<file path="config.mk">
export PLATFORM = sky130hd
export DESIGN_NAME = led_auto_off_timer_table
export DESIGN_NICKNAME = d
export VERILOG_FILES = /design/src/ltt_pkg.sv /design/src/ltt_ram.sv /design/src/ltt_ctrl.sv /design/src/ltt_out.sv /design/src/led_auto_off_timer_table.sv
export SDC_FILE = /design/constraint.sdc
export NUM_CORES = 1
export LEC_CHECK = 0
export ABC_CLOCK_PERIOD_IN_PS = 6200
export BUFFER_PORTS_ARGS = -buffer_cell sky130_fd_sc_hd__clkbuf_2
export CAP_MARGIN = 20
export CORE_MARGIN = 3
export CORE_UTILIZATION = 39
export CTS_CLUSTER_DIAMETER = 60
export CTS_CLUSTER_SIZE = 20
export DETAILED_ROUTE_END_ITERATION = 7
export PLACE_DENSITY = 0.67
export SYNTH_ARGS = -nofsm -noshare
export SYNTH_HDL_FRONTEND = slang
export SYNTH_HIERARCHICAL = 1
export SYNTH_SLANG_ARGS = --single-unit
</file>
<file path="constraint.sdc">
create_clock -name clk_i -period 6.2 [get_ports clk_i]
set_input_delay 1.24 -clock clk_i [delete_from_list [all_inputs] [get_ports clk_i]]
set_output_delay 1.24 -clock clk_i [all_outputs]
set_load 0.02 [all_outputs]
</file>
<file path="src/ltt_pkg.sv">
package ltt_pkg;

  localparam int SLOTS = 16;
  localparam int MAX_RESULTS = 16;

  localparam int PINS_W = 16;
  localparam int PORT_W = 4;
  localparam int COUNT_W = 32;

  localparam int SLOT_AW = (SLOTS > 1) ? $clog2(SLOTS) : 1;
  localparam int FILL_W = $clog2(SLOTS + 1);
  localparam int NUM_W = $clog2(MAX_RESULTS + 1);

  typedef enum logic {
    FUNC_REQ  = 1'b0,
    FUNC_TICK = 1'b1
  } func_e;

  typedef enum logic {
    LEVEL_ON  = 1'b0,
    LEVEL_OFF = 1'b1
  } level_e;

  typedef enum logic [1:0] {
    ST_IDLE = 2'b01,
    ST_WALK = 2'b10
  } state_e;

  typedef struct packed {
    logic [PINS_W-1:0]  pins;
    logic [PORT_W-1:0]  port;
    logic [COUNT_W-1:0] count;
  } entry_t;

  localparam int ENTRY_W = $bits(entry_t);

  typedef struct packed {
    logic              vld;
    level_e            level;
    logic [PORT_W-1:0] port;
    logic [PINS_W-1:0] pins;
  } act_t;

  typedef struct packed {
    act_t act;
    logic fin;
  } ev_t;

endpackage

</file>
<file path="src/ltt_ram.sv">
module ltt_ram #(
  parameter int Width = 8,
  parameter int Depth = 16,
  localparam int Aw = (Depth > 1) ? $clog2(Depth) : 1
) (
  input  logic             clk_i,
  input  logic             we_i,
  input  logic [Aw-1:0]    waddr_i,
  input  logic [Width-1:0] wdata_i,
  input  logic             re_i,
  input  logic [Aw-1:0]    raddr_i,
  output logic [Width-1:0] rdata_o
);

  logic [Width-1:0] mem_q [Depth];
  logic [Width-1:0] rdata_q;

  always_ff @(posedge clk_i) begin
    if (we_i) begin
      mem_q[waddr_i] <= wdata_i;
    end
    if (re_i) begin
      rdata_q <= mem_q[raddr_i];
    end
  end

  assign rdata_o = rdata_q;

endmodule

</file>
<file path="src/ltt_ctrl.sv">
module ltt_ctrl import ltt_pkg::*; (
  input  logic               clk_i,
  input  logic               rst_ni,
  input  logic               start,
  output logic               busy,
  input  logic               func_i,
  input  logic [PORT_W-1:0]  port_i,
  input  logic [PINS_W-1:0]  pin_mask_i,
  input  logic [COUNT_W-1:0] delay_i,
  output logic               re_o,
  output logic [SLOT_AW-1:0] raddr_o,
  input  entry_t             rdata_i,
  output logic               we_o,
  output logic [SLOT_AW-1:0] waddr_o,
  output entry_t             wdata_o,
  output ev_t                ev_o
);

  state_e              state_q, state_d;
  logic [FILL_W-1:0]   idx_q, idx_d;
  logic [FILL_W-1:0]   fill_q, fill_d;
  logic [NUM_W-1:0]    num_q, num_d;
  logic                vld_q, vld_d;
  logic [SLOT_AW-1:0]  eidx_q, eidx_d;
  func_e               func_q, func_d;
  logic [PORT_W-1:0]   port_q, port_d;
  logic [PINS_W-1:0]   pins_q, pins_d;
  logic [COUNT_W-1:0]  delay_q, delay_d;
  logic                issue;
  logic                match;

  assign busy = (state_q != ST_IDLE);
  assign issue = (idx_q < fill_q);
  assign match = (rdata_i.pins == pins_q) && (rdata_i.port == port_q);

  always_comb begin
    state_d = state_q;
    idx_d   = idx_q;
    fill_d  = fill_q;
    num_d   = num_q;
    vld_d   = 1'b0;
    eidx_d  = eidx_q;
    func_d  = func_q;
    port_d  = port_q;
    pins_d  = pins_q;
    delay_d = delay_q;
    re_o    = 1'b0;
    raddr_o = idx_q[SLOT_AW-1:0];
    we_o    = 1'b0;
    waddr_o = eidx_q;
    wdata_o = rdata_i;
    ev_o    = '0;

    unique case (state_q)
      ST_IDLE: begin
        if (start && (func_i == FUNC_TICK || pin_mask_i != '0)) begin
          state_d = ST_WALK;
          idx_d   = '0;
          num_d   = '0;
          func_d  = func_e'(func_i);
          port_d  = port_i;
          pins_d  = pin_mask_i;
          delay_d = delay_i;
        end
      end
      ST_WALK: begin
        if (issue) begin
          re_o   = 1'b1;
          idx_d  = idx_q + FILL_W'(1);
          vld_d  = 1'b1;
          eidx_d = idx_q[SLOT_AW-1:0];
        end
        if (vld_q) begin
          if (func_q == FUNC_REQ) begin
            if (match) begin
              we_o          = 1'b1;
              wdata_o.count = delay_q;
              ev_o.fin      = 1'b1;
              ev_o.act.vld  = (rdata_i.count == '0);
              ev_o.act.level = LEVEL_ON;
              ev_o.act.port = rdata_i.port;
              ev_o.act.pins = rdata_i.pins;
              state_d       = ST_IDLE;
              vld_d         = 1'b0;
            end
          end else begin
            if (rdata_i.count == '0) begin
              if (num_q < NUM_W'(MAX_RESULTS)) begin
                ev_o.act.vld   = 1'b1;
                ev_o.act.level = LEVEL_OFF;
                ev_o.act.port  = rdata_i.port;
                ev_o.act.pins  = rdata_i.pins;
                num_d          = num_q + NUM_W'(1);
              end
            end else begin
              we_o          = 1'b1;
              wdata_o.count = rdata_i.count - COUNT_W'(1);
            end
          end
        end else if (!issue) begin
          ev_o.fin = 1'b1;
          state_d  = ST_IDLE;
          if (func_q == FUNC_REQ && fill_q < FILL_W'(SLOTS)) begin
            we_o           = 1'b1;
            waddr_o        = fill_q[SLOT_AW-1:0];
            wdata_o.pins   = pins_q;
            wdata_o.port   = port_q;
            wdata_o.count  = delay_q;
            fill_d         = fill_q + FILL_W'(1);
            ev_o.act.vld   = 1'b1;
            ev_o.act.level = LEVEL_ON;
            ev_o.act.port  = port_q;
            ev_o.act.pins  = pins_q;
          end
        end
      end
      default: begin
        state_d = ST_IDLE;
      end
    endcase
  end

  always_ff @(posedge clk_i or negedge rst_ni) begin
    if (!rst_ni) begin
      state_q <= ST_IDLE;
      idx_q   <= '0;
      fill_q  <= '0;
      num_q   <= '0;
      vld_q   <= 1'b0;
    end else begin
      state_q <= state_d;
      idx_q   <= idx_d;
      fill_q  <= fill_d;
      num_q   <= num_d;
      vld_q   <= vld_d;
    end
  end

  always_ff @(posedge clk_i) begin
    eidx_q  <= eidx_d;
    func_q  <= func_d;
    port_q  <= port_d;
    pins_q  <= pins_d;
    delay_q <= delay_d;
  end

endmodule

</file>
<file path="src/ltt_out.sv">
module ltt_out import ltt_pkg::*; (
  input  logic              clk_i,
  input  logic              rst_ni,
  input  ev_t               ev_i,
  output logic              res_strobe_o,
  output logic              drive_level_o,
  output logic [PORT_W-1:0] port_res_o,
  output logic [PINS_W-1:0] pin_mask_res_o,
  output logic              last_o
);

  act_t              pend_q, pend_d;
  logic              emit;
  act_t              emit_act;
  logic              emit_last;
  logic              strobe_q;
  level_e            level_q;
  logic [PORT_W-1:0] port_q;
  logic [PINS_W-1:0] pins_q;
  logic              last_q;

  // The newest off action is held back until the next one or the end of the
  // walk, so that the final word of a tick can be marked as last.
  always_comb begin
    emit      = 1'b0;
    emit_act  = ev_i.act;
    emit_last = 1'b0;
    pend_d    = pend_q;
    if (ev_i.fin) begin
      emit_last = 1'b1;
      pend_d.vld = 1'b0;
      if (ev_i.act.vld) begin
        emit = 1'b1;
      end else begin
        emit     = pend_q.vld;
        emit_act = pend_q;
      end
    end else if (ev_i.act.vld) begin
      emit     = pend_q.vld;
      emit_act = pend_q;
      pend_d   = ev_i.act;
    end
  end

  always_ff @(posedge clk_i or negedge rst_ni) begin
    if (!rst_ni) begin
      pend_q   <= '0;
      strobe_q <= 1'b0;
    end else begin
      pend_q   <= pend_d;
      strobe_q <= emit;
    end
  end

  always_ff @(posedge clk_i) begin
    level_q <= emit_act.level;
    port_q  <= emit_act.port;
    pins_q  <= emit_act.pins;
    last_q  <= emit_last;
  end

  assign res_strobe_o   = strobe_q;
  assign drive_level_o  = level_q;
  assign port_res_o     = port_q;
  assign pin_mask_res_o = pins_q;
  assign last_o         = last_q;

endmodule

</file>
<file path="src/led_auto_off_timer_table.sv">
// Table of retriggerable LED one-shot timers.
// Input channel: an item is taken at a rising edge with start high and busy
// low. With func_i low it is a turn-on request for the LED at port_i and
// pin_mask_i, lasting delay_i ticks; with func_i high it is a timer tick.
// A request with a zero pin mask is taken and ignored at once.
// Output channel: each action is one word on drive_level_o, port_res_o and
// pin_mask_res_o, valid for exactly one cycle while res_strobe_o is high.
// last_o marks the final word caused by an item. The receiver cannot stall;
// every word must be taken in the cycle it is shown.
// Timing: an item walks the filled slots through the slot memory, one slot
// read per cycle, with a registered read. A tick or an unmatched request
// keeps busy high while it reads and checks every filled slot and until the
// walk then ends. A request that matches keeps busy high up to the cycle
// after it reads the matching slot. Each off word is held back until the
// next one or the end of the walk, and the final word of an item shows in
// the cycle right after busy falls.
// Reset empties the table through a fill count, with no clearing pass; the
// block accepts items in the first cycle after reset.
module led_auto_off_timer_table import ltt_pkg::*; (
  input  logic               clk_i,
  input  logic               rst_ni,
  input  logic               start,
  output logic               busy,
  input  logic               func_i,
  input  logic [PORT_W-1:0]  port_i,
  input  logic [PINS_W-1:0]  pin_mask_i,
  input  logic [COUNT_W-1:0] delay_i,
  output logic               res_strobe_o,
  output logic               drive_level_o,
  output logic [PORT_W-1:0]  port_res_o,
  output logic [PINS_W-1:0]  pin_mask_res_o,
  output logic               last_o
);

  logic               re;
  logic [SLOT_AW-1:0] raddr;
  entry_t             rdata;
  logic               we;
  logic [SLOT_AW-1:0] waddr;
  entry_t             wdata;
  ev_t                ev;

  ltt_ram #(
    .Width (ENTRY_W),
    .Depth (SLOTS)
  ) u_ram (
    .clk_i   (clk_i),
    .we_i    (we),
    .waddr_i (waddr),
    .wdata_i (wdata),
    .re_i    (re),
    .raddr_i (raddr),
    .rdata_o (rdata)
  );

  ltt_ctrl u_ctrl (
    .clk_i      (clk_i),
    .rst_ni     (rst_ni),
    .start      (start),
    .busy       (busy),
    .func_i     (func_i),
    .port_i     (port_i),
    .pin_mask_i (pin_mask_i),
    .delay_i    (delay_i),
    .re_o       (re),
    .raddr_o    (raddr),
    .rdata_i    (rdata),
    .we_o       (we),
    .waddr_o    (waddr),
    .wdata_o    (wdata),
    .ev_o       (ev)
  );

  ltt_out u_out (
    .clk_i          (clk_i),
    .rst_ni         (rst_ni),
    .ev_i           (ev),
    .res_strobe_o   (res_strobe_o),
    .drive_level_o  (drive_level_o),
    .port_res_o     (port_res_o),
    .pin_mask_res_o (pin_mask_res_o),
    .last_o         (last_o)
  );

endmodule

</file>
==> out/metrics.yaml <==
yosys:
  postSynthAreaPerCell_um2: 20.0
  synth_sequential_area_ratio_pct: 76.0
  synthFlopType: "edfxtp_1"
  async_reset_ff_share_pct: 4.08
  ys_top_cells_by_area: "edfxtp_1 72%, mux4_2 12%, dfrtp_1 2.6%"
  yosysWarnings: 6
  syn_inst: 1961
  synth_top_area_share_pct: 72.2
  syn_nets: 2026
  yosysUniqueCellTypes: 65
  synth_edf_count: 941
  synth_seq_cells: 1004
  synth_top_cell_by_area: "edfxtp_1"
  synthesis.area_um2: 39100
clock_network:
  cts_max_level: 3
  path_clk_slew_ps: 80
  clockBufferDepth: 3
  ctsResizeCount: 0
  clock_latency_ps: 640
  numClockSinks: 1004
  cts_setup_buffers: 0
  root_buffer: "clkbuf_16"
  cts_tree: "done"
  cts_buffers: 67
  cts_hold_buf: 0
sta:
  skew_ps: 45.2
  min_period_ps: 5280
  rsz0062_at_grt: "false"
  hold_viol_final: 0
  fmax_mhz: 190
  drv_slew: 0
  slew_headroom_pct: 27.3
  totalNegativeSetupSlack_ps: 0
  setup_viol: 0
  tightest_slew_ps: 1090
  finalCritPeriodShare_pct: 85.1
cells_and_area:
  area_delta_synth_final_pct: 11.1
  final_common_cell: "edfxtp_1"
  final_core_util_pct: 43.9
  layout_common_cells: "941 x edfxtp_1, 208 x mux4_2, 155 x nand2_1"
  diodes: 0
  nets: 2132
  drive_gt1_share_pct: 25.2
worst_setup_path:
  startpoint_type: "flip-flop"
  worstPathArrival_ps: 5560
  critPathCaptureType: "flip-flop"
  cp_data_required_time_ps: 6480
  regToRegEndpoint: "u_ram/mem_q[11][47]$_DFFE_PP_"
  timing.rr.start: "u_ctrl/idx_q[1]$_DFFE_PN0P_"
  reg2reg_depth: 11
  crit_fanout: 46
  worst-setup-path-type: "flip-flop to flip-flop"
  rrSetupSlack_ps: 920
floorplan:
  die-height_um: 323
  die_x_um: 323
  rows: 115
  start_util_pct: 39.5
  ioPinCount: 80
  core_area_um2: 99000
  die_area_um2: 104000
grt:
  overflow: 0
  grt_start_max_net_pins: 119
  first_global_vias: 19681
  grt_pass1_wl_um: 133000
  grt_usage_pct: 17.4
  antenna_found_initial: 0
power_and_ir_drop:
  netSwitchingFraction_pct: 26.1
  sequentialPowerShare_pct: 55.1
  p_comb_share_pct: 14.8
  ir_worst_vdd_mv: 0.358
  leakagePower_nw: 13.5
  p_int_mw: 11.1
  clockPowerShare_pct: 30.1
  p_sw_mw: 3.90
  powerDensity_nw_per_um2: 344
outcome:
  status: "complete, no violations"
routing:
  routed-via-count: 19640
  post-route-drc-count: 0
  routed_via_density: 5.78
  antenna_left: 0
  routedWlPerCell_um: 26.8
  drtPass1Iterations: 6
  routed_wl_um: 91100
  drtIter0Drc: 2446
hold_path:
  hp-start: "u_out/pend_q[13]$_DFFE_PN0N_"
  min_path_type: "flip-flop to flip-flop"
  whs_endpoint: "u_out/pin_mask_res_o[13]$_DFF_P_"
  worstHoldPathCells: 1
place:
  io_buffer_count: 79
  dpl.hpwl_um: 55400
  gp_congestion: 0.867
flow_run:
  cap_violations: 0
==> synthesized netlist by cell type (all sizes together), types with 2 or more instances <==
cell type and number:
inv 9, nand4b 2, dfxtp 22, edfxtp 941
dfrtp 40, o31ai 4, nand4 11, a31oi 6
ha 9, o221a 3, nand3b 2, or3b 2
nor3 22, mux2i 4, nand2 155, nand2b 6
xor2 7, mux2 43, o21ai 29, or2 3
nor4 17, a21oi 19, and2 4, nor2b 5
a211oi 2, o22ai 5, and3 6, clkbuf 54
buf 51, o211ai 4, nor3b 2, xnor2 32
nand3 6, a22oi 113, mux4 208, a221o 6
a32oi 3, or4 7, or3 7, a22o 20
nor2 53, o21a 2
==> final cells by class <==
cell class	count	area, µm²
sequential	1004	29700
inverter	9	33.8
clock buffer	85	1790
timing repair buffer	142	997
tap	1287	1610
clock inverter	27	339
fill	8315	55500
multi-input combinational	843	8960
==> state kept, by name, indices dropped and copies added (netlist names) <==
| name | flops |
|---|---|
| u_ctrl/delay_q | 32 |
| u_ctrl/eidx_q | 4 |
| u_ctrl/fill_q | 5 |
| u_ctrl/func_q | 1 |
| u_ctrl/idx_q | 5 |
| u_ctrl/num_q | 5 |
| u_ctrl/pins_q | 16 |
| u_ctrl/port_q | 4 |
| u_ctrl/state_q | 2 |
| u_ctrl/vld_q | 1 |
| u_out/drive_level_o | 1 |
| u_out/last_o | 1 |
| u_out/pend_q | 22 |
| u_out/pin_mask_res_o | 16 |
| u_out/port_res_o | 4 |
| u_out/res_strobe_o | 1 |
| u_ram/mem_q | 832 |
| u_ram/rdata_o | 52 |
==> critical path, cell delays in order (launching register included) <==
cell and delay [ps]:
dfrtp_4 740, ha_1 410, nand2_1 60, o21ai_0 330, a31oi_1 300, nor3_1 410, nand2_1 180, buf_4 290
o21ai_0 460, nand3b_1 430, nor2_4 830, buf_4 450
==> power by group through the flow <==
stage | sequential, mW | clock (mW) | combinational [mW]
6_report | 8.23 | 4.50 | 2.21
5_1_grt | 8.26 | 4.85 | 2.36
3_5_place_dp | 8.38 | 0 | 2.20
3_3_place_gp | 8.38 | 0 | 2.13
4_1_cts | 8.23 | 4.60 | 2.21
2_1_floorplan | 8.26 | 0 | 1.51
==> cell families after synthesis <==
| family | after synthesis | share of synthesized area, % |
|---|---|---|
| mux | 255 | 13.3 |
| xor+xnor | 39 | 0.873 |
| flops | 1004 | 76.0 |
| fa+ha+maj | 10 | 0.313 |
| compound gates | 226 | 4.20 |
| simple gates | 313 | 3.72 |
| buf+inv | 114 | 1.61 |
==> metrics by stage <==
stage	setup WS (ps)	total power [mW]	instances	area (µm²)	hold slack, ps
after detailed placement	1120	10.6	3276	41300	485
final	924	15.0	3397	43500	501
after CTS	1010	15.0	3388	43400	504
after global routing	689	15.5	3397	43500	509
after global placement	1320	10.5	3271	41200	482
after floorplan	859	9.77	1961	39100	467
==> metal layers <==
layer / vias to the layer above / share of wire [%] / wire length [µm] / global-route usage [%]
li1: 8248 / - / - / -
met3: 153 / 8.2 / 7430 / 3.53
met5: - / 0 / 0 / 0
met2: 888 / 49 / 44300 / 28.3
met4: 0 / 3.5 / 3150 / 5.74
met1: 10351 / 40 / 36200 / 23.7
==> worst max path at each step <==
stage,startpoint,slack [ps],depth (start not counted),end
2_1_floorplan,u_ctrl/idx_q[2]$_DFFE_PN0P_,860,9,u_ram/mem_q[1][0]$_DFFE_PP_
3_3_place_gp,u_ctrl/idx_q[1]$_DFFE_PN0P_,1320,12,u_ram/mem_q[10][41]$_DFFE_PP_
3_5_place_dp,u_ctrl/idx_q[1]$_DFFE_PN0P_,1120,11,u_ram/mem_q[11][43]$_DFFE_PP_
4_1_cts,u_ctrl/idx_q[1]$_DFFE_PN0P_,1010,11,u_ram/mem_q[10][47]$_DFFE_PP_
5_1_grt,u_ctrl/idx_q[1]$_DFFE_PN0P_,690,11,u_ram/mem_q[11][47]$_DFFE_PP_
6_report,u_ctrl/idx_q[1]$_DFFE_PN0P_,920,11,u_ram/mem_q[11][47]$_DFFE_PP_
(Power assumes the default switching activity.)
